`src/hdl/apg_pkg.sv`:
```
// Package with the shared types, codes and constants of the ARMA process generator.
package apg_pkg;

  // Default number of history entries and coefficient taps per stage.
  localparam int MaxOrderDef = 16;

  // Operation codes carried by an input transaction.
  localparam logic [1:0] OP_SAMPLE  = 2'd0;
  localparam logic [1:0] OP_WR_AR   = 2'd1;
  localparam logic [1:0] OP_WR_MA   = 2'd2;
  localparam logic [1:0] OP_RESTART = 2'd3;

  // Configuration register indexes.
  localparam int CfgIdxW = 3;
  localparam logic [CfgIdxW-1:0] CFG_AR_ORDER    = 3'd0;
  localparam logic [CfgIdxW-1:0] CFG_MA_ORDER    = 3'd1;
  localparam logic [CfgIdxW-1:0] CFG_RHO_GAIN    = 3'd2;
  localparam logic [CfgIdxW-1:0] CFG_DRIFT       = 3'd3;
  localparam logic [CfgIdxW-1:0] CFG_TREND_SLOPE = 3'd4;
  localparam logic [CfgIdxW-1:0] CFG_CUMULATIVE  = 3'd5;

  // Configuration write data width.
  localparam int CfgDataW = 32;

  // 1.0 in Q4.20, the reset value of rho.
  localparam logic signed [23:0] RHO_ONE = 24'sd1048576;

  // Input transaction payload.
  typedef struct packed {
    logic        [1:0]  operation;
    logic signed [31:0] innovation;
    logic        [3:0]  coef_index;
    logic signed [23:0] coef_value;
  } in_item_t;

  // Output transaction payload.
  typedef struct packed {
    logic signed [31:0] series_value;
    logic               saturated;
  } out_item_t;

  // Configuration register set.
  typedef struct packed {
    logic        [4:0]  ar_order;
    logic        [4:0]  ma_order;
    logic signed [23:0] rho_gain;
    logic signed [31:0] drift;
    logic signed [31:0] trend_slope;
    logic               cumulative;
  } cfg_t;

endpackage

```
`src/hdl/apg_coef_mem.sv`:
```
// Coefficient memory for the AR and MA taps with per-entry valid bits cleared at reset.
module apg_coef_mem #(
  parameter int MAX_ORDER = apg_pkg::MaxOrderDef,
  parameter int IW        = (MAX_ORDER > 1) ? $clog2(MAX_ORDER) : 1
) (
  input  logic                 clk_i,
  input  logic                 rst_ni,
  input  logic [IW:0]          rd_addr_i,
  output logic signed [23:0]   rd_data_o,
  input  logic                 wr_en_i,
  input  logic [IW:0]          wr_addr_i,
  input  logic signed [23:0]   wr_data_i
);

  localparam int Depth = 2 ** (IW + 1);

  logic [23:0]      mem [Depth];
  logic [Depth-1:0] valid_q;
  logic [23:0]      rd_q;
  logic             rd_valid_q;

  // Valid bits: all coefficients read as zero until loaded.
  always_ff @(posedge clk_i or negedge rst_ni) begin
    if (!rst_ni) begin
      valid_q    <= '0;
      rd_valid_q <= 1'b0;
    end else begin
      rd_valid_q <= valid_q[rd_addr_i];
      if (wr_en_i) begin
        valid_q[wr_addr_i] <= 1'b1;
      end
    end
  end

  // Storage array with a registered read port.
  always_ff @(posedge clk_i) begin
    rd_q <= mem[rd_addr_i];
    if (wr_en_i) begin
      mem[wr_addr_i] <= wr_data_i;
    end
  end

  assign rd_data_o = rd_valid_q ? $signed(rd_q) : 24'sd0;

endmodule

```
`config.mk`:
```
export PLATFORM = sky130hd
export DESIGN_NAME = apg_coef_mem
export DESIGN_NICKNAME = d
export VERILOG_FILES = /design/src/hdl/apg_pkg.sv /design/src/hdl/apg_coef_mem.sv
export SDC_FILE = /design/constraint.sdc
export NUM_CORES = 1
export LEC_CHECK = 0
export ABC_AREA = 1
export BUFFER_PORTS_ARGS = -buffer_cell sky130_fd_sc_hd__buf_2
export CORE_MARGIN = 4
export CORE_UTILIZATION = 50
export DETAILED_ROUTE_END_ITERATION = 16
export PLACE_DENSITY_LB_ADDON = 0.25
export SETUP_SLACK_MARGIN = 0.15
export SLEW_MARGIN = 40
export SYNTH_ARGS = -nofsm -noshare
export SYNTH_HDL_FRONTEND = slang
export SYNTH_SLANG_ARGS = --single-unit
```
`constraint.sdc`:
```
create_clock -name clk_i -period 1.1 [get_ports clk_i]
set_input_delay 0.22 -clock clk_i [delete_from_list [all_inputs] [get_ports clk_i]]
set_output_delay 0.22 -clock clk_i [all_outputs]
set_load 0.02 [all_outputs]
```
==> results.txt <==
- Result of the run: finished, violations left
* Failing checks: negative setup slack
* Post-route setup TNS: -14.46 ns
- Yosys top cell area share: 69.0%
- Global placement routability congestion: 0.827
- The path class of the tightest hold or removal check is in2reg.
* DPL Wire Length: 56,500 µm
- Worst Setup Path Type: reg2out
- GR Overflow Total: 0
- Setup violations remaining at the end of the flow were counted as 32.
* Vias in the first global route: 22,800
* Top-Level Pins: 61
- In this run the power spent charging and discharging nets is 0.0156 W.
* 1st-iter DRT viols: 2,478
- The die is 267 µm wide.
- Counting flops with an async set or reset pin after synthesis yields a share of 4.00%.
- Count of unresolved DRC violations after routing: 0
- # Max-Cap Violations: 0
- Pins Over Slew Limit: 0
- Kind of start point of the critical path: flip-flop
- The clock passes through at most 3 buffers.
* Total power per unit cell area: 1690 nW/µm²
- Walking the worst path, the cells encountered are buf_12 > nand2_1 > inv_4 > buf_6.
- Layout overhead on the synthesized area: 23.2%
- CP max FO: 24
- The slowest stage of the critical path belongs to the cell sky130_fd_sc_hd__dfrtp_1.
- Critical hold path startpoint: wr_data_i[1]
- Area of the die: 71,100 µm²
* Unrepaired setup endpoints after global routing: yes
- TritonCTS Sinks: 825
- Measured in cells, the most critical reg-to-reg path has a length of 8.
- Data required time of the worst path: 0.88 ns
- Timing would allow up to 567 MHz.
* Max_slew headroom: 54.8%
- Reg-to-reg setup timing slack: -0.10 ns
- Yosys reg bits: 825
* Leakage power of the design: 15.7 nW
* Cell area after technology mapping: 33,400 µm²
* Clock tree from TritonCTS: done
- Sequential cells account for 50.6% of the total power.
- Number of standard cells in the final layout excluding fillers: 4,037
- Number of buffers added on ports: 60
- After synthesis, flip-flops and latches occupy 72.9% of the total area.
* Number of antenna violations at the first check in global routing: 2
- Clock skew on the completed layout was measured at 0.0180 ns.
* Detail-routed via count per cell: 5.71
- Of the available clock period, the critical path in the final layout requires 160%.
- First-pass GRT wire length: 138,000 µm
- Arrival time reported for the critical path endpoint: 1.54 ns
- The worst hold path was traced through 2 stages.
- The net count of the finished layout is 3,142.
* Cell at the root of the clock tree: sky130_fd_sc_hd__clkbuf_16
- Number of distinct standard cells referenced by the synthesized netlist: 18
- Starting density of the core: 50.7%
- Overall routing resource usage: 26.0%
* Fraction of final layout cells with drive strength greater than 1: 22.3%
* Switching power share of the total: 22.3%
* Number of levels in the clock H-tree: 3
- Final Core Density: 62.4%
* Clk pin slew, worst setup/hold paths: 0.06 ns
- After detailed routing, the total wire length is 92,200 µm.
- Routed via count: 23,100
- Entering global routing, the biggest net connects 58 pins.
- Instance count of the mapped netlist: 2,856
* Cell type with the highest aggregate area in the netlist: sky130_fd_sc_hd__edfxtp_1
* Count of yosys warnings during synthesis: 0
- Avg WL per Cell: 22.8 µm
* Instance count after placement with tap cells included: 3,867
- For hold timing, the worst endpoint is mem[9][1]$_DFFE_PP_.
- Row generation in the floorplan step produced 94 rows.
- Critical Path Sink Type: output pin
* Average footprint of a synthesized cell: 11.7 µm²
* Count of fill cells added during filler insertion: 4,925
- Slew at the pin with the worst max-slew slack: 0.678 ns
* Top cells by area in the synthesized netlist: sky130_fd_sc_hd__edfxtp_1, sky130_fd_sc_hd__nand2_1, sky130_fd_sc_hd__nand3_1
- The synthesized design contains 768 enable-type register cells.
- For this run, the slowest stage of the critical path takes 0.37 ns.
* Reg2reg end: rd_q[15]$_DFF_P_
* Vertical die dimension: 267 µm
- Remaining antenna violation count: 0
* Total internal power: 0.0542 W
- Fin. Hold Viols: 0
* Clk pwr share: 40.8%
- Top_reg_cell synth: sky130_fd_sc_hd__edfxtp_1
- The number of nets in the synthesized netlist is 2,893.
* Maximum vdd ir drop: 0.000927 V
* Placeable Area: 66,000 µm²
- Smallest setup slack after layout: -0.664 ns
* Min Tclk post-route: 1.76 ns
* Number of clock buffers inserted by TritonCTS: 83
- Insertion delay to the later sink of the worst-skew pair: 0.63 ns
- First-pass detailed-route iteration total: 6
- Gate power share: 8.6%
- The startpoint identified for the worst register-to-register timing path is mem[22][15]$_DFFE_PP_.
==> cell usage after synthesis (3+ instances only) <==
master and n:
sky130_fd_sc_hd__inv_1 31, sky130_fd_sc_hd__buf_12 6, sky130_fd_sc_hd__edfxtp_1 768, sky130_fd_sc_hd__nor2_1 32
sky130_fd_sc_hd__dfrtp_1 33, sky130_fd_sc_hd__nand2_1 1149, sky130_fd_sc_hd__buf_1 3, sky130_fd_sc_hd__nand3_1 612
sky130_fd_sc_hd__or2_2 32, sky130_fd_sc_hd__buf_6 40, sky130_fd_sc_hd__buf_4 18, sky130_fd_sc_hd__buf_2 71
sky130_fd_sc_hd__dfxtp_1 24, sky130_fd_sc_hd__clkbuf_1 31
==> critical path: cells and delay by family (launching register included) <==
kind	cells	cell delay [ns]
buffers and inverters	3	0.43
and+or+nand+nor	1	0.12
DFF	1	0.37
==> routing by layer <==
layer / vias to the layer above / wire length, µm / GRT usage, %
met2: 1245 / 42400 / 40.4
met5: - / 0 / 0
met4: 0 / 3130 / 9.68
li1: 10400 / - / -
met3: 210 / 9340 / 5.34
met1: 11200 / 37300 / 36.7
==> cell type report <==
| type | instances | area (µm²) | area share, % |
|---|---|---|---|
| clock inverter | 37 | 413 | 1.00 |
| sequential | 825 | 24400 | 59.2 |
| clock buffer | 115 | 2330 | 5.66 |
| antenna | 1 | 2.50 | 0.00608 |
| timing repair buffer | 336 | 4070 | 9.88 |
| inverter | 34 | 169 | 0.410 |
| tap | 864 | 1080 | 2.63 |
| multi-input combinational | 1825 | 8740 | 21.2 |
==> power by group through the flow <==
stage | logic [W] | clock network [W] | registers [W]
5_1_grt | 0.00647 | 0.0302 | 0.0353
4_1_cts | 0.00578 | 0.0288 | 0.0353
3_3_place_gp | 0.00543 | 0 | 0.0359
3_5_place_dp | 0.00553 | 0 | 0.0360
2_1_floorplan | 0.00308 | 0 | 0.0358
6_report | 0.00598 | 0.0285 | 0.0353
==> timing repair <==
| item | 4_1_cts | 5_1_grt |
|---|---|---|
| buffers inserted | 1 | 0 |
| pin swaps | 140 | 164 |
| hold buffers | 16 | 0 |
| endpoints found under the setup margin | 49 | 49 |
| endpoints found under the hold margin | 274 | 0 |
| gates resized for setup | 92 | 107 |
==> cells by family (layout without fill, tap and decap cells) <==
| family | Yosys count | after routing | synth area share (%) |
|---|---|---|---|
| other | 0 | 1 | 0 |
| and+or+nand+nor | 1825 | 1825 | 23.0 |
| buffers and inverters | 206 | 522 | 4.07 |
| DFF | 825 | 825 | 72.9 |
==> sequential cells by signal (all words and copies together), names as in the netlist <==
register    count
mem           768
valid_q        32
rd_valid_q      1
rd_q           24
==> metrics by stage <==
stage	hold slack [ns]	total power (W)	cell area, µm²	setup slack [ns]
final	0.0369	0.0697	41200	-0.664
after global routing	0.0293	0.0720	41200	-0.723
after CTS	0.0116	0.0699	40700	-0.726
after detailed placement	0.202	0.0415	37500	-0.522
after global placement	0.195	0.0414	37500	-0.537
after floorplan	-0.0756	0.0389	34000	-0.272
==> cell usage in the layout (no fill, tap or decap), types with 32 or more instances in the layout <==
master,netlist,final
sky130_fd_sc_hd__or2_2,32,32
sky130_fd_sc_hd__clkbuf_16,0,87
sky130_fd_sc_hd__buf_12,6,126
sky130_fd_sc_hd__dfrtp_1,33,33
sky130_fd_sc_hd__nand2_1,1149,1064
sky130_fd_sc_hd__nand3_2,0,79
sky130_fd_sc_hd__buf_4,18,152
sky130_fd_sc_hd__edfxtp_1,768,768
sky130_fd_sc_hd__nand2_2,0,74
sky130_fd_sc_hd__buf_2,71,37
sky130_fd_sc_hd__nor2_4,0,32
sky130_fd_sc_hd__nand3_1,612,522
==> worst max-delay path by stage <==
stage	endpoint	startpoint	slack, ns
after floorplan	mem[28][0]$_DFFE_PP_	wr_addr_i[1]	-0.27
after global placement	rd_q[15]$_DFF_P_	rd_addr_i[0]	-0.54
after detailed placement	rd_q[15]$_DFF_P_	rd_addr_i[0]	-0.52
after CTS	rd_data_o[11]	rd_valid_q$_DFF_PN0_	-0.73
after global routing	rd_data_o[11]	rd_valid_q$_DFF_PN0_	-0.72
final	rd_data_o[11]	rd_valid_q$_DFF_PN0_	-0.66
Power figures use the tool's default switching activity.
