<file path="config.mk">
export PLATFORM = sky130hd
export DESIGN_NAME = apg_hist_mem
export DESIGN_NICKNAME = d
export VERILOG_FILES = /design/src/hdl/apg_pkg.sv /design/src/hdl/apg_hist_mem.sv
export SDC_FILE = /design/constraint.sdc
export NUM_CORES = 1
export LEC_CHECK = 0
export BUFFER_PORTS_ARGS = -buffer_cell sky130_fd_sc_hd__buf_2
export CAP_MARGIN = 40
export CORE_MARGIN = 3
export CORE_UTILIZATION = 30
export CTS_CLUSTER_SIZE = 10
export DETAILED_ROUTE_END_ITERATION = 10
export PLACE_DENSITY_LB_ADDON = 0.05
export REMOVE_ABC_BUFFERS = 1
export SLEW_MARGIN = 25
export SYNTH_ARGS = -nofsm -noshare
export SYNTH_HDL_FRONTEND = slang
export SYNTH_SLANG_ARGS = --single-unit
</file>
<file path="constraint.sdc">
create_clock -name clk_i -period 1.9 [get_ports clk_i]
set_clock_uncertainty 0.1 [all_clocks]
set_input_delay 0.19 -clock clk_i [delete_from_list [all_inputs] [get_ports clk_i]]
set_output_delay 0.19 -clock clk_i [all_outputs]
set_load 0.01 [all_outputs]
</file>
<file path="src/hdl/apg_pkg.sv">
// Package with the shared types, codes and constants of the ARMA process generator.
package apg_pkg;

  // Default number of history entries and coefficient taps per stage.
  localparam int MaxOrderDef = 16;

  // Operation codes carried by an input transaction.
  localparam logic [1:0] OP_SAMPLE  = 2'd0;
  localparam logic [1:0] OP_WR_AR   = 2'd1;
  localparam logic [1:0] OP_WR_MA   = 2'd2;
  localparam logic [1:0] OP_RESTART = 2'd3;

  // Configuration register indexes.
  localparam int CfgIdxW = 3;
  localparam logic [CfgIdxW-1:0] CFG_AR_ORDER    = 3'd0;
  localparam logic [CfgIdxW-1:0] CFG_MA_ORDER    = 3'd1;
  localparam logic [CfgIdxW-1:0] CFG_RHO_GAIN    = 3'd2;
  localparam logic [CfgIdxW-1:0] CFG_DRIFT       = 3'd3;
  localparam logic [CfgIdxW-1:0] CFG_TREND_SLOPE = 3'd4;
  localparam logic [CfgIdxW-1:0] CFG_CUMULATIVE  = 3'd5;

  // Configuration write data width.
  localparam int CfgDataW = 32;

  // 1.0 in Q4.20, the reset value of rho.
  localparam logic signed [23:0] RHO_ONE = 24'sd1048576;

  // Input transaction payload.
  typedef struct packed {
    logic        [1:0]  operation;
    logic signed [31:0] innovation;
    logic        [3:0]  coef_index;
    logic signed [23:0] coef_value;
  } in_item_t;

  // Output transaction payload.
  typedef struct packed {
    logic signed [31:0] series_value;
    logic               saturated;
  } out_item_t;

  // Configuration register set.
  typedef struct packed {
    logic        [4:0]  ar_order;
    logic        [4:0]  ma_order;
    logic signed [23:0] rho_gain;
    logic signed [31:0] drift;
    logic signed [31:0] trend_slope;
    logic               cumulative;
  } cfg_t;

endpackage

</file>
<file path="src/hdl/apg_hist_mem.sv">
// Circular history memory holding past innovations and series values with per-entry valid bits.
module apg_hist_mem #(
  parameter int MAX_ORDER = apg_pkg::MaxOrderDef,
  parameter int IW        = (MAX_ORDER > 1) ? $clog2(MAX_ORDER) : 1
) (
  input  logic          clk_i,
  input  logic          rst_ni,
  input  logic          clear_i,
  input  logic [IW-1:0] rd_addr_i,
  output logic [63:0]   rd_data_o,
  input  logic          wr_en_i,
  input  logic [IW-1:0] wr_addr_i,
  input  logic [63:0]   wr_data_i
);

  logic [63:0]          mem [MAX_ORDER];
  logic [MAX_ORDER-1:0] valid_q;
  logic [63:0]          rd_q;
  logic                 rd_valid_q;

  // Valid bits: cleared at reset and on restart, set on each write.
  always_ff @(posedge clk_i or negedge rst_ni) begin
    if (!rst_ni) begin
      valid_q    <= '0;
      rd_valid_q <= 1'b0;
    end else begin
      rd_valid_q <= valid_q[rd_addr_i];
      if (clear_i) begin
        valid_q <= '0;
      end else if (wr_en_i) begin
        valid_q[wr_addr_i] <= 1'b1;
      end
    end
  end

  // Storage array with a registered read port.
  always_ff @(posedge clk_i) begin
    rd_q <= mem[rd_addr_i];
    if (wr_en_i) begin
      mem[wr_addr_i] <= wr_data_i;
    end
  end

  // An entry never written since restart reads as zero.
  assign rd_data_o = rd_valid_q ? rd_q : '0;

endmodule

</file>
==> summary.md, run 1 <==
| Metric | Value |
|---|---|
| Status | finished, violations left |
| Failing checks | setup timing |
| Core area | 134,300 µm² |
| Maximum clock frequency | 459.5 MHz |
| CP Class | reg -> out |
| Routed Antenna Nets | 0 |
| Final worst slack | -0.2761 ns |
| Iteration-0 DRC Markers | 1,430 |
| Fraction of layout cells with a size suffix above 1 | 35.50% |
| Total Die Area | 140,500 µm² |
| WL/cell | 27.24 µm |
| Commonest non-fill, non-tap cells in the layout | edfxtp_1, mux4_2, clkbuf_16 |
| Initial antenna violation count | 8 |
| Synth cell types | 25 |
| Setup TNS | -14.12 ns |
| Max-slew violations | 0 |
| Largest net degree at the start of global routing | 40 |
| Placed insts | 3,802 |
| # Max-Cap Violations | 0 |
| Vias post-DR | 19,969 |
| DRC viols | 0 |
| Synth Instances | 1,787 |
| Worst slew pin tran | 0.4674 ns |
| Power Density | 1058 nW/µm² |
| Static Leakage | 17.10 nW |
| TritonCTS clock tree | built |
| Number of synthesized flops with an enable pin | 1,024 |
| Clock Tree Root | clkbuf_16 |
| Final setup fails | 64 |
| FF/Latch Area | 32,460 µm² |
| Vias in the first global route | 21,929 |
| Yosys top cell by area | edfxtp_1 |
| Rel. slew slack | 68.84% |
| Synth Flop Type | edfxtp_1 |
| Final min period | 2.176 ns |
| Starting density of the core | 30.39% |
| Final Cycle Share | 114.5% |
| Clock latency on the worst-skew pair | 0.74 ns |
| I/O pins | 140 |
| Synthesized area | 40,810 µm² |
| Total CTS buffers | 137 |
| Overflow after GRT | 0 |
| First-pass GRT wire length | 161.1 mm |
| Hpwl dp | 68.72 mm |
| Worst R2R Setup Slack | 0.32 ns |
| Layout area overhead | 26.65% |
| Max Root-Sink Buffers | 3 |
| Non-Filler Instances | 4,138 |
| Clock-pin slew on the worst setup and hold paths | 0.05 ns |
| Synth Register Bits | 1,105 |
| Syn avg cell area | 22.84 µm² |
| Drt total wl | 112.7 mm |
| Synth top area cells | edfxtp_1, mux4_2, dfxtp_1, a22oi_1, dfrtp_1 |
| Data required time at the worst endpoint | 1.61 ns |
| Post-synth ARST share | 1.538% |
| Yosys top cell area share | 75.35% |
| Most common cell after layout, fill and taps aside | edfxtp_1 |
| H-Tree Depth | 4 |
| Final GP Congestion | 0.7071 |
| Fill cell count | 12,059 |
| Yosys warns | 0 |
| Worst hold path type | in -> reg |
| Clock Sinks | 1,105 |
| RSZ-0062 raised after global routing | yes |
| Final nets | 2,337 |
| Hold Vio Cnt, Final | 0 |
| Rows | 134 |
| Vias per cell | 4.826 |
| CP max FO | 5 |
| Detailed Routing Iterations Pass 1 | 5 |
| Max VDD drop | 0.7310 mV |
| CP arrival | 1.89 ns |
| # port buffers | 139 |
| WHS | 0.1109 ns |
| Multi-input gate area in the final layout | 8038 µm² |
| CP Capture Type | output port |
| Die H | 374.8 µm |
| Global Route Usage Sum | 16.05% |
| Register area share after synthesis | 79.53% |
| Die W | 374.8 µm |
| Startpoint types | flop |
==> worst max-delay path, cell delays in order, from the launching register on <==
cell and delay (ns):
dfrtp_4 0.52, buf_12 0.17, clkbuf_16 0.18, and2_4 0.15, buf_6 0.12
==> through the flow <==
step                cell area (µm²)  utilization [%]  total power, W  setup WS [ns]
finish                        51680            38.49         0.05469        -0.2761
floorplan                     40260                -         0.02891         -3.745
global route                  51680            38.48         0.05681        -0.3528
global placement              46150            34.37         0.03063        -0.1320
CTS                           51320            38.21         0.05559        -0.3618
detailed placement            46150            34.37         0.03067        -0.1023
==> flip-flops by register name, summed over array words and instances, names as in the netlist <==
| signal | cells |
|---|---|
| mem | 1024 |
| rd_q | 64 |
| valid_q | 16 |
| rd_valid_q | 1 |
==> Yosys cell counts, types with 7 or more instances <==
library cell  number
dfrtp_1           17
dfxtp_1           64
buf_6             12
mux4_2           260
a22oi_1          130
nand2_1           66
and2_1            65
edfxtp_1        1024
buf_4              7
nor2_1            30
clkbuf_1          48
buf_2             22
a21oi_1           12
==> cell type report <==
type                            count  area share (%)
Clock buffer                      215           7.626
Sequential cell                  1105           62.80
Tap cell                         1768           4.280
Antenna cell                        4         0.01937
Timing Repair Buffer              432           9.197
Clock inverter                     29          0.5229
Multi-Input combinational cell    585           15.55
==> worst paths after layout <==
path                              start             to  cells after the start
setup reg to reg             mem[2][33]       rd_q[33]                      3
max in group asynchronous        rst_ni    valid_q[10]                      4
hold reg to reg             valid_q[12]    valid_q[12]                      2
min in group asynchronous        rst_ni     valid_q[1]                      3
hold / removal             rd_addr_i[1]       rd_q[59]                      5
setup / recovery             rd_valid_q  rd_data_o[44]                      4
==> power by group <==
part | internal (W) | switching, W
Sequential | 0.0272 | 0.000194
Combinational | 0.00133 | 0.00157
Clock | 0.0147 | 0.00966
==> cells by family after synthesis <==
| family | count (synthesis) | synth area share [%] |
|---|---|---|
| buf+inv | 97 | 1.355 |
| compound gates | 146 | 2.600 |
| flops | 1105 | 79.53 |
| mux | 260 | 14.35 |
| simple gates | 179 | 2.168 |
==> layer usage <==
metal	track usage [%]	wire [µm]	up-vias
met5	0	29	-
met4	4.186	1930	4
met3	3.144	4904	143
met2	24.72	52710	469
met1	23.32	53160	10855
li1	-	-	8498
==> timing repair <==
action	4_1_cts	5_1_grt
gates resized for setup	33	56
buffers inserted	1	2
cloned	0	4
hold endpoints to repair	1073	0
hold buffers	81	0
setup endpoints to repair	64	65
(Power assumes the default switching activity.)
==> inputs of run 2 (changes only) <==
--- a/config.mk
+++ b/config.mk
@@ -6,12 +6,12 @@
 export NUM_CORES = 1
 export LEC_CHECK = 0
 export BUFFER_PORTS_ARGS = -buffer_cell sky130_fd_sc_hd__buf_2
-export CAP_MARGIN = 40
+export CAP_MARGIN = 0
 export CORE_MARGIN = 3
 export CORE_UTILIZATION = 30
 export CTS_CLUSTER_SIZE = 10
 export DETAILED_ROUTE_END_ITERATION = 10
-export PLACE_DENSITY_LB_ADDON = 0.05
+export PLACE_DENSITY = 0.44
 export REMOVE_ABC_BUFFERS = 1
 export SLEW_MARGIN = 25
 export SYNTH_ARGS = -nofsm -noshare
==> summary.md, run 2 (same netlist as run 1, synthesis figures left out) <==
| Metric | Value |
|---|---|
| Overflow after GRT | 0 |
| Power Density | 1042 nW/µm² |
| Clock Tree Root | clkbuf_16 |
| Vias per cell | 4.830 |
| Global Route Usage Sum | 15.17% |
| Failing checks | setup timing |
| CP arrival | 1.88 ns |
| Startpoint types | flop |
| CP Capture Type | output port |
| Final GP Congestion | 0.7275 |
| Max-slew violations | 0 |
| Crit-path leading delay family | flip-flops |
| Final Cycle Share | 114.2% |
| CP bufs+invs | 3 |
| CP max FO | 5 |
| Rel. slew slack | 47.71% |
| RSZ-0062 raised after global routing | yes |
| Worst slew pin tran | 0.7818 ns |
| TritonCTS clock tree | built |
| Max Root-Sink Buffers | 3 |
| Routed Antenna Nets | 0 |
| Vias in the first global route | 21,515 |
| Hpwl dp | 63.27 mm |
| Static Leakage | 16.87 nW |
| FF-to-FF End | rd_q[3] |
| Largest net degree at the start of global routing | 35 |
| # Max-Cap Violations | 0 |
| Tot Pwr | 0.05347 W |
| Clock latency on the worst-skew pair | 0.74 ns |
| Non-Filler Cell Area, Final | 51,320 µm² |
| Hold Crit Start | rd_addr_i[0] |
| # port buffers | 139 |
| Layout area overhead | 25.76% |
| Total CTS buffers | 132 |
| I/O pins | 140 |
| Final nets | 2,318 |
| Data required time at the worst endpoint | 1.61 ns |
| H-Tree Depth | 4 |
| Vias post-DR | 19,850 |
| Commonest non-fill, non-tap cells in the layout | edfxtp_1, mux4_2, clkbuf_16 |
| Clock-pin slew on the worst setup and hold paths | 0.05 ns |
| Area after DPL | 46,060 µm² |
| Worst hold path type | in -> reg |
| Core area | 134,300 µm² |
| CP Class | reg -> out |
| Critical R2R Launch | mem[3][3] |
| Max VDD drop | 0.8422 mV |
| Worst R2R Setup Slack | 0.38 ns |
| Most used cell, CP | buf_12 |
| CP Cell Sequence | buf_12 > buf_12 > and2_4 > buf_6 |
| Iteration-0 DRC Markers | 1,541 |
| Largest register FFs | 1,024 |
| Die H | 374.8 µm |
| Hold Vio Cnt, Final | 0 |
| Largest stage delay, worst path | 0.54 ns |
| First-pass GRT wire length | 154.0 mm |
| Drt total wl | 105.6 mm |
| CP max-delay cell | dfrtp_4 |
| Initial antenna violation count | 11 |
| WL/cell | 25.70 µm |
| Biggest registers after layout | mem x1024, rd_q x64, valid_q x16 |
| Final min period | 2.169 ns |
| Final worst slack | -0.2693 ns |
| Setup TNS | -13.02 ns |
| Rows | 134 |
| Status | finished, violations left |
| Most common cell after layout, fill and taps aside | edfxtp_1 |
| Detailed Routing Iterations Pass 1 | 7 |
| Hold-critical path depth | 5 |
| FF-to-FF path depth | 3 |
| Fraction of layout cells with a size suffix above 1 | 34.92% |
| Total Die Area | 140,500 µm² |
| Starting density of the core | 30.39% |
| Maximum clock frequency | 461.0 MHz |
| DRC viols | 0 |
| Clock Sinks | 1,105 |
| Final setup fails | 64 |
| Die W | 374.8 µm |
| Biggest register | mem |
| Worst Hold End | rd_q[44] |
[run 2: report_power, final]
group | internal [W] | total, W | switching [W]
logic | 0.00131 | 0.00283 | 0.00152
registers | 0.0272 | 0.0274 | 0.000191
clock network | 0.0138 | 0.0232 | 0.00948
total | 0.0423 | 0.0535 | 0.0112
[run 2: cell type report]
| cell class | instances | area (µm²) |
|---|---|---|
| Tap cell | 1768 | 2212 |
| Multi-Input combinational cell | 585 | 8054 |
| Antenna cell | 5 | 12.51 |
| Fill cell | 12073 | 82970 |
| Clock buffer | 213 | 3714 |
| Clock inverter | 16 | 230.2 |
| Timing Repair Buffer | 418 | 4642 |
| Sequential cell | 1105 | 32460 |
[run 2: layer usage]
| layer | up-vias | GRT usage, % | share of wire, % |
|---|---|---|---|
| met5 | - | 0 | 0.079 |
| met4 | 12 | 4.231 | 2.1 |
| met3 | 161 | 3.112 | 4.4 |
| met2 | 456 | 23.95 | 48 |
| met1 | 10754 | 21.34 | 46 |
| li1 | 8467 | - | - |
[run 2: worst max-delay path by stage]
stage / from / end / slack, ns / cells past startpoint
floorplan: wr_addr_i[2] / mem[0][0] / -3.74 / 2
CTS: rd_valid_q / rd_data_o[32] / -0.36 / 4
global route: rd_valid_q / rd_data_o[37] / -0.35 / 4
global placement: rd_addr_i[0] / rd_q[19] / -0.16 / 6
detailed placement: rd_addr_i[0] / rd_q[19] / -0.15 / 6
finish: rd_valid_q / rd_data_o[32] / -0.27 / 4
[run 2: per-stage QoR]
| step | hold WS, ns | cells | utilization [%] | setup WS [ns] |
|---|---|---|---|---|
| after detailed placement | 0.03218 | 3789 | 34.30 | -0.1505 |
| after floorplan | -0.2056 | 1690 | - | -3.745 |
| after CTS | 0.06996 | 4106 | 38.19 | -0.3587 |
| after global routing | 0.1179 | 4105 | 38.21 | -0.3512 |
| final | 0.1006 | 4110 | 38.22 | -0.2693 |
| after global placement | 0.02039 | 3789 | 34.30 | -0.1650 |
[run 2: repair_timing]
action,4_1_cts,5_1_grt
hold buffers,81,0
gates resized for setup,90,14
hold endpoints to repair,1062,0
setup endpoints to repair,64,65
setup buffers,5,1
cloned,2,0
pin swaps,0,1
[run 2: tightest hold or removal path, cell delays in order]
cell	delay (ns)
buf_8	0.12
buf_4	0.18
mux4_2	0.23
a22oi_1	0.06
nand2_1	0.09
