==> src/hdl/apg_pkg.sv <==
// Package with the shared types, codes and constants of the ARMA process generator.
package apg_pkg;

  // Default number of history entries and coefficient taps per stage.
  localparam int MaxOrderDef = 16;

  // Operation codes carried by an input transaction.
  localparam logic [1:0] OP_SAMPLE  = 2'd0;
  localparam logic [1:0] OP_WR_AR   = 2'd1;
  localparam logic [1:0] OP_WR_MA   = 2'd2;
  localparam logic [1:0] OP_RESTART = 2'd3;

  // Configuration register indexes.
  localparam int CfgIdxW = 3;
  localparam logic [CfgIdxW-1:0] CFG_AR_ORDER    = 3'd0;
  localparam logic [CfgIdxW-1:0] CFG_MA_ORDER    = 3'd1;
  localparam logic [CfgIdxW-1:0] CFG_RHO_GAIN    = 3'd2;
  localparam logic [CfgIdxW-1:0] CFG_DRIFT       = 3'd3;
  localparam logic [CfgIdxW-1:0] CFG_TREND_SLOPE = 3'd4;
  localparam logic [CfgIdxW-1:0] CFG_CUMULATIVE  = 3'd5;

  // Configuration write data width.
  localparam int CfgDataW = 32;

  // 1.0 in Q4.20, the reset value of rho.
  localparam logic signed [23:0] RHO_ONE = 24'sd1048576;

  // Input transaction payload.
  typedef struct packed {
    logic        [1:0]  operation;
    logic signed [31:0] innovation;
    logic        [3:0]  coef_index;
    logic signed [23:0] coef_value;
  } in_item_t;

  // Output transaction payload.
  typedef struct packed {
    logic signed [31:0] series_value;
    logic               saturated;
  } out_item_t;

  // Configuration register set.
  typedef struct packed {
    logic        [4:0]  ar_order;
    logic        [4:0]  ma_order;
    logic signed [23:0] rho_gain;
    logic signed [31:0] drift;
    logic signed [31:0] trend_slope;
    logic               cumulative;
  } cfg_t;

endpackage

==> src/hdl/apg_seq.sv <==
// Sequencer and shared multiply-accumulate datapath of the ARMA process generator.
module apg_seq #(
  parameter int MAX_ORDER = apg_pkg::MaxOrderDef,
  parameter int IW        = (MAX_ORDER > 1) ? $clog2(MAX_ORDER) : 1
) (
  input  logic                clk_i,
  input  logic                rst_ni,
  input  apg_pkg::cfg_t       cfg_i,
  input  logic                in_valid_i,
  output logic                in_stall_o,
  input  apg_pkg::in_item_t   in_item_i,
  output logic                out_valid_o,
  input  logic                out_stall_i,
  output apg_pkg::out_item_t  out_item_o,
  output logic [IW-1:0]       hist_rd_addr_o,
  input  logic [63:0]         hist_rd_data_i,
  output logic                hist_wr_en_o,
  output logic [IW-1:0]       hist_wr_addr_o,
  output logic [63:0]         hist_wr_data_o,
  output logic                hist_clear_o,
  output logic [IW:0]         coef_rd_addr_o,
  input  logic signed [23:0]  coef_rd_data_i,
  output logic                coef_wr_en_o,
  output logic [IW:0]         coef_wr_addr_o,
  output logic signed [23:0]  coef_wr_data_o
);

  localparam int OW = $clog2(MAX_ORDER + 1);
  localparam logic [IW-1:0] LastSlot = IW'(MAX_ORDER - 1);

  typedef enum logic [3:0] {
    S_IDLE,
    S_MA,
    S_AR,
    S_DRAIN,
    S_ROUND,
    S_RHO_HI,
    S_RHO_LO,
    S_RHO_ADD,
    S_RHO_FIN,
    S_CLIP,
    S_SUM
  } state_e;

  state_e state_q, state_d;

  // Control registers.
  logic [IW-1:0]      head_q, head_d;
  logic [IW-1:0]      slot_q, slot_d;
  logic [IW-1:0]      tap_q, tap_d;
  logic               v1_q, v1_d;
  logic               v2_q, v2_d;
  logic               sel1_q, sel1_d;
  logic               issue_ar;
  logic signed [47:0] rsum_q, rsum_d;
  logic [31:0]        count_q, count_d;
  logic               out_valid_q, out_valid_d;
  apg_pkg::out_item_t out_item_q, out_item_d;

  // Datapath registers.
  logic signed [63:0] acc_q, acc_d;
  logic signed [67:0] sum_q, sum_d;
  logic signed [75:0] rho_q, rho_d;
  logic signed [65:0] prod_q, prod_d;
  logic signed [31:0] e_q, e_d;
  logic signed [31:0] u_q, u_d;
  logic               sat_q, sat_d;

  logic [OW-1:0]      p_ord, q_ord;
  logic [IW-1:0]      head_m1, slot_m1;
  logic               last_ma, last_ar;
  logic signed [32:0] mul_a, mul_b;
  logic signed [24:0] rho_m1;
  logic               accept;
  logic               out_free;
  logic [7:0]         coef_idx_x;
  logic signed [48:0] rsum_add;
  logic signed [47:0] rsum_new;
  logic               rsum_clip;
  logic signed [31:0] cum_val;
  logic               cum_clip;
  logic               clip_hi, clip_lo;

  // Orders above the table depth use every tap.
  assign p_ord = (8'(cfg_i.ar_order) > 8'(MAX_ORDER)) ? OW'(MAX_ORDER) : OW'(cfg_i.ar_order);
  assign q_ord = (8'(cfg_i.ma_order) > 8'(MAX_ORDER)) ? OW'(MAX_ORDER) : OW'(cfg_i.ma_order);

  // Circular slot arithmetic for the history walk.
  assign head_m1 = (head_q == '0) ? LastSlot : head_q - 1'b1;
  assign slot_m1 = (slot_q == '0) ? LastSlot : slot_q - 1'b1;
  assign last_ma = ((IW + 1)'(tap_q) + 1'b1) == (IW + 1)'(q_ord);
  assign last_ar = ((IW + 1)'(tap_q) + 1'b1) == (IW + 1)'(p_ord);

  assign rho_m1     = $signed({cfg_i.rho_gain[23], cfg_i.rho_gain}) - 25'sd1048576;
  assign in_stall_o = (state_q != S_IDLE);
  assign accept     = in_valid_i && !in_stall_o;
  assign out_free   = !out_valid_q || !out_stall_i;
  assign coef_idx_x = {4'b0, in_item_i.coef_index};

  // Memory addressing: reads follow the tap walk, writes come from commands and results.
  assign issue_ar       = (state_q == S_AR);
  assign hist_rd_addr_o = slot_q;
  assign coef_rd_addr_o = {issue_ar ? 1'b0 : 1'b1, tap_q};
  assign hist_wr_en_o   = (state_q == S_CLIP);
  assign hist_wr_addr_o = head_q;
  assign hist_wr_data_o = {e_q, u_d};
  assign hist_clear_o   = accept && (in_item_i.operation == apg_pkg::OP_RESTART);
  assign coef_wr_en_o   = accept && (coef_idx_x < 8'(MAX_ORDER)) &&
                          ((in_item_i.operation == apg_pkg::OP_WR_AR) ||
                           (in_item_i.operation == apg_pkg::OP_WR_MA));
  assign coef_wr_addr_o = {(in_item_i.operation == apg_pkg::OP_WR_AR) ? 1'b0 : 1'b1,
                           IW'(in_item_i.coef_index)};
  assign coef_wr_data_o = in_item_i.coef_value;

  // Shared multiplier operands: tap data while the walk drains, else the scalar terms.
  always_comb begin
    mul_a = '0;
    mul_b = '0;
    if (v1_q) begin
      mul_a = sel1_q ? 33'(signed'(hist_rd_data_i[31:0])) : 33'(signed'(hist_rd_data_i[63:32]));
      mul_b = 33'(coef_rd_data_i);
    end else begin
      case (state_q)
        S_ROUND: begin
          mul_a = 33'(cfg_i.trend_slope);
          mul_b = {1'b0, count_q};
        end
        S_RHO_HI: begin
          mul_a = 33'(signed'(rsum_q[47:24]));
          mul_b = 33'(rho_m1);
        end
        S_RHO_LO: begin
          mul_a = {9'b0, rsum_q[23:0]};
          mul_b = 33'(rho_m1);
        end
        default: begin
          mul_a = '0;
          mul_b = '0;
        end
      endcase
    end
  end

  assign prod_d = mul_a * mul_b;

  // Saturation of the series value to Q16.16.
  assign clip_hi = sum_q > 68'sd2147483647;
  assign clip_lo = sum_q < -68'sd2147483648;

  // Running sum update with 48-bit saturation and optional 32-bit output clip.
  assign rsum_add  = {rsum_q[47], rsum_q} + 49'(u_q);
  assign rsum_clip = rsum_add[48] != rsum_add[47];
  assign rsum_new  = !rsum_clip ? rsum_add[47:0] :
                     (rsum_add[48] ? {1'b1, 47'b0} : {1'b0, {47{1'b1}}});
  assign cum_clip  = !((&rsum_new[47:31]) || !(|rsum_new[47:31]));
  assign cum_val   = !cum_clip ? rsum_new[31:0] :
                     (rsum_new[47] ? {1'b1, 31'b0} : {1'b0, {31{1'b1}}});

  // Next-state and datapath logic.
  always_comb begin
    state_d     = state_q;
    head_d      = head_q;
    slot_d      = slot_q;
    tap_d       = tap_q;
    v1_d        = 1'b0;
    v2_d        = v1_q;
    sel1_d      = issue_ar;
    rsum_d      = rsum_q;
    count_d     = count_q;
    out_valid_d = out_valid_q && out_stall_i;
    out_item_d  = out_item_q;
    acc_d       = acc_q;
    sum_d       = sum_q;
    rho_d       = rho_q;
    e_d         = e_q;
    u_d         = u_q;
    sat_d       = sat_q;

    // Tap products enter the accumulator after the registered memory read and the product register.
    if (v2_q) begin
      acc_d = acc_q + prod_q[63:0];
    end

    unique case (state_q)
      S_IDLE: begin
        if (accept) begin
          case (in_item_i.operation)
            apg_pkg::OP_SAMPLE: begin
              e_d     = in_item_i.innovation;
              acc_d   = {{12{in_item_i.innovation[31]}}, in_item_i.innovation, 20'b0}
                        + 64'sd524288;
              count_d = (count_q == '1) ? count_q : count_q + 1'b1;
              tap_d   = '0;
              slot_d  = head_m1;
              if (q_ord != '0) begin
                state_d = S_MA;
              end else if (p_ord != '0) begin
                state_d = S_AR;
              end else begin
                state_d = S_DRAIN;
              end
            end
            apg_pkg::OP_RESTART: begin
              rsum_d  = '0;
              count_d = '0;
              head_d  = '0;
            end
            default: begin
              // Coefficient writes go straight to the memory.
            end
          endcase
        end
      end
      S_MA: begin
        v1_d   = 1'b1;
        tap_d  = tap_q + 1'b1;
        slot_d = slot_m1;
        if (last_ma) begin
          tap_d  = '0;
          slot_d = head_m1;
          state_d = (p_ord != '0) ? S_AR : S_DRAIN;
        end
      end
      S_AR: begin
        v1_d   = 1'b1;
        tap_d  = tap_q + 1'b1;
        slot_d = slot_m1;
        if (last_ar) begin
          state_d = S_DRAIN;
        end
      end
      S_DRAIN: begin
        if (!v1_q && !v2_q) begin
          state_d = S_ROUND;
        end
      end
      S_ROUND: begin
        // Accumulator already holds the rounding half, so a floor shift rounds.
        sum_d = {{24{acc_q[63]}}, acc_q[63:20]};
        if (p_ord != '0) begin
          sum_d   = {{24{acc_q[63]}}, acc_q[63:20]} + 68'(cfg_i.drift);
          state_d = S_RHO_HI;
        end else begin
          state_d = S_CLIP;
        end
      end
      S_RHO_HI: begin
        // Trend product arrives here.
        sum_d   = sum_q + 68'(prod_q);
        state_d = S_RHO_LO;
      end
      S_RHO_LO: begin
        // Upper half of the running sum times (rho - 1), plus the rounding half.
        rho_d   = (76'(prod_q) <<< 24) + 76'sd524288;
        state_d = S_RHO_ADD;
      end
      S_RHO_ADD: begin
        rho_d   = rho_q + 76'(prod_q);
        state_d = S_RHO_FIN;
      end
      S_RHO_FIN: begin
        sum_d   = sum_q + 68'(rho_q >>> 20);
        state_d = S_CLIP;
      end
      S_CLIP: begin
        sat_d   = clip_hi || clip_lo;
        u_d     = clip_hi ? 32'sh7fffffff : (clip_lo ? 32'sh80000000 : sum_q[31:0]);
        head_d  = (head_q == LastSlot) ? '0 : head_q + 1'b1;
        state_d = S_SUM;
      end
      S_SUM: begin
        if (out_free) begin
          rsum_d      = rsum_new;
          out_valid_d = 1'b1;
          if (cfg_i.cumulative) begin
            out_item_d.series_value = cum_val;
            out_item_d.saturated    = sat_q || rsum_clip || cum_clip;
          end else begin
            out_item_d.series_value = u_q;
            out_item_d.saturated    = sat_q || rsum_clip;
          end
          state_d = S_IDLE;
        end
      end
      default: begin
        state_d = S_IDLE;
      end
    endcase
  end

  // State, control registers and registered outputs.
  always_ff @(posedge clk_i or negedge rst_ni) begin
    if (!rst_ni) begin
      state_q     <= S_IDLE;
      head_q      <= '0;
      slot_q      <= '0;
      tap_q       <= '0;
      v1_q        <= 1'b0;
      v2_q        <= 1'b0;
      sel1_q      <= 1'b0;
      rsum_q      <= '0;
      count_q     <= '0;
      out_valid_q <= 1'b0;
      out_item_q  <= '0;
    end else begin
      state_q     <= state_d;
      head_q      <= head_d;
      slot_q      <= slot_d;
      tap_q       <= tap_d;
      v1_q        <= v1_d;
      v2_q        <= v2_d;
      sel1_q      <= sel1_d;
      rsum_q      <= rsum_d;
      count_q     <= count_d;
      out_valid_q <= out_valid_d;
      out_item_q  <= out_item_d;
    end
  end

  // Arithmetic payload registers.
  always_ff @(posedge clk_i) begin
    acc_q  <= acc_d;
    sum_q  <= sum_d;
    rho_q  <= rho_d;
    prod_q <= prod_d;
    e_q    <= e_d;
    u_q    <= u_d;
    sat_q  <= sat_d;
  end

  assign out_valid_o = out_valid_q;
  assign out_item_o  = out_item_q;

endmodule

==> config.mk <==
export PLATFORM = sky130hd
export DESIGN_NAME = apg_seq
export DESIGN_NICKNAME = d
export VERILOG_FILES = /design/src/hdl/apg_pkg.sv /design/src/hdl/apg_seq.sv
export SDC_FILE = /design/constraint.sdc
export NUM_CORES = 2
export LEC_CHECK = 0
export ABC_CLOCK_PERIOD_IN_PS = 20100
export BUFFER_PORTS_ARGS = -buffer_cell sky130_fd_sc_hd__buf_2
export CELL_PAD_IN_SITES_DETAIL_PLACEMENT = 0
export CELL_PAD_IN_SITES_GLOBAL_PLACEMENT = 1
export CORE_MARGIN = 1.5
export CORE_UTILIZATION = 45
export DETAILED_ROUTE_END_ITERATION = 8
export MAX_ROUTING_LAYER = met4
export PLACE_DENSITY_LB_ADDON = 0.1
export SLEW_MARGIN = 15
export SYNTH_ARGS = -nofsm -noshare
export SYNTH_HDL_FRONTEND = slang
export SYNTH_SLANG_ARGS = --single-unit
==> constraint.sdc <==
create_clock -name clk_i -period 20.1 [get_ports clk_i]
set_clock_uncertainty 0.2 [all_clocks]
set_input_delay 2.01 -clock clk_i [delete_from_list [all_inputs] [get_ports clk_i]]
set_output_delay 2.01 -clock clk_i [all_outputs]
set_load 0.01 [all_outputs]
==> run summary <==
global-route usage over all layers = 37.81%
synthesized area = 74750 sq um
Distinct cells, synth = 87
total grt overflow = 0
hold_sp = acc_q[7]$_DFF_P_
DIE HEIGHT = 410.6 um
HPWL Detailed = 249.0 mm
via/cell ratio = 5.895
post-synthesis sequential area ratio = 15.90%
Fillers = 16190
Yosys warning count = 0
crit-path max FO = 38
Placer Congestion = 0.9848
flops & latches, synth = 472
Finished Core Util = 49.23%
Worst-path clk slew = 0.06 ns
number of max-cap violations = 0
clk root buf = clkbuf_16
predominant post-synthesis flop cell = edfxtp_1
post-synth top area share = 30.18%
synthesized area per cell = 8.463 sq um
Post-CTS Setup Bufs = 0
Die X = 410.6 um
setup TNS = 0 ns
share of post-route cells with drive strength above 1 = 8.277%
Slew HR = 13.33%
CP Launch Point = state_q[0]$_DFFE_PN0P_
Post-Route WL = 311.4 mm
slowest CP cell = fa_1
Least-Margin Pin Slew = 1.300 ns
max incr delay on CP = 0.65 ns
clock tree sinks = 472
top-level I/O count = 397
max-slew violations = 0
die area = 168600 sq um
Iter 0 DRT Violations = 6594
crit path DAT = 12.53 ns
Detailed Routing Iterations Pass 1 = 9
ranking of synthesized cells by area = fa_1 (30%), ha_1 (8.8%), edfxtp_1 (7.1%), nand2_1 (6.7%), inv_1 (6.0%)
Area Growth Syn to Fin = 8.664%
first-pass GRT wire length = 448.9 mm
crit path time final = 12.13 ns
Antenna Violating Nets Remaining = 0
CP required = 20.51 ns
cts repair resizes = 0
vias in the first global route = 65860
CTS tree = yes
Post-Syn Instances = 8832
row count = 149
routed len/inst = 27.82 um
port buffer count = 340
initial core utilization = 45.30%
ys async rst share = 28.18%
Non-Filler Instances = 11200
vias = 66000
core footprint = 165000 sq um
CTS Hold Bufs = 0
FF-to-FF Start = state_q[0]$_DFFE_PN0P_
status = complete, but fails checks
dpl cells = 11060
final hold vios = 0
worst hold path type = flip-flop to flip-flop
most numerous cell in the Yosys netlist = nand2_1
Worst setup SP type = flip-flop
failing checks = DRC
fin crit share = 60.33%
Fmax = 0.08246 GHz
setup violators final = 0
EDFF count, synth = 177
RSZ-0062 raised after global routing = no
Inserted Clock Buffers = 67
htree depth = 3
clock latency on the worst-skew pair = 0.71 ns
NumNets Final = 10840
Synthesized Nets = 10740
largest net degree at the start of global routing = 83
antenna violations before repair = 29
cell taking the most area after synthesis = fa_1
Top cell by count, worst path = fa_1
number of remaining DRC errors = 52
commonest cells in the netlist = nand2_1 (1331), inv_1 (1190), fa_1 (1127)
Setup CP Type = flip-flop to flip-flop
CP Capture Type = flip-flop
clk buf depth = 3
[critical path: cells and delay by family (launching register included)]
| family | cells | cell delay, ns |
|---|---|---|
| fa+ha+maj | 9 | 4.75 |
| simple gates | 4 | 1.03 |
| buf+inv | 8 | 1.99 |
| compound gates | 14 | 3.67 |
| flops | 1 | 0.34 |
[state kept, by name, summed over array words and instances, names as in the netlist, 33 cells and up]
| register | count |
|---|---|
| rho_q | 76 |
| sum_q | 68 |
| prod_q | 66 |
| acc_q | 64 |
| rsum_q | 48 |
| out_item_o | 33 |
[logic make-up after synthesis]
family,after synthesis,share of synthesized area [%]
AOI/OAI and AO/OA,1829,15.19
xor gates and xnor gates,365,4.277
adders and majority gates,1653,38.99
buffers and inverters,1662,8.494
DFF,472,15.90
muxes,110,1.533
and+or+nand+nor,2741,15.61
[layout make-up]
type	count	area, sq um	share of cell area (%)
Timing Repair Buffer	506	2962	3.646
Clock inverter	24	281.5	0.3466
Sequential cell	472	11900	14.65
Multi-Input combinational cell	6698	56800	69.93
Tap cell	2189	2739	3.372
Clock buffer	98	2031	2.500
Inverter	1191	4473	5.507
Antenna cell	17	42.54	0.05238
[cells in the final DEF (no fill, tap or decap), types with 87 or more instances in the layout]
| cell | n |
|---|---|
| ha_1 | 526 |
| edfxtp_1 | 177 |
| dfxtp_1 | 162 |
| o21ai_0 | 517 |
| buf_2 | 339 |
| a21oi_1 | 488 |
| dfrtp_1 | 129 |
| fa_1 | 1127 |
| buf_4 | 165 |
| nand3_1 | 133 |
| nand2_1 | 1327 |
| xor2_1 | 153 |
| xnor2_1 | 212 |
| a21o_1 | 256 |
| nand4_1 | 87 |
| nor2_1 | 798 |
| inv_1 | 1189 |
[path summary, 6_finish.rpt]
check | depth (start not counted) | slack (ns) | endpoint
max in group asynchronous | 2 | 16.93 | count_q[23]$_DFFE_PN0P_
hold reg to reg | 2 | 0.30 | acc_q[7]$_DFF_P_
min in group asynchronous | 1 | 1.20 | out_item_o[27]$_DFFE_PN0P_
setup reg to reg | 35 | 7.97 | prod_q[65]$_DFF_P_
setup / recovery | 35 | 7.97 | prod_q[65]$_DFF_P_
hold / removal | 2 | 0.30 | acc_q[7]$_DFF_P_
[metrics by stage]
step / worst slack, ns / cell area [sq um] / hold WS [ns]
finish: 7.973 / 81220 / 0.3015
global route: 7.295 / 81210 / 0.3288
CTS: 8.090 / 81160 / 0.2987
detailed placement: 7.707 / 78850 / 0.2870
global placement: 7.213 / 78840 / 0.2773
floorplan: 9.685 / 74750 / 0.2260
[per-layer routing]
layer / share of wire (%) / GRT usage (%) / routed length (um)
met3: 9.1 / 7.336 / 28460
met1: 41 / 49.62 / 127500
met2: 44 / 56.64 / 138600
met4: 5.4 / 16.93 / 16950
met5: 0 / - / 0
Power is left out: the tool's default activity adds up to more than one toggle a clock period on the data nets, which glitch-free logic cannot reach.
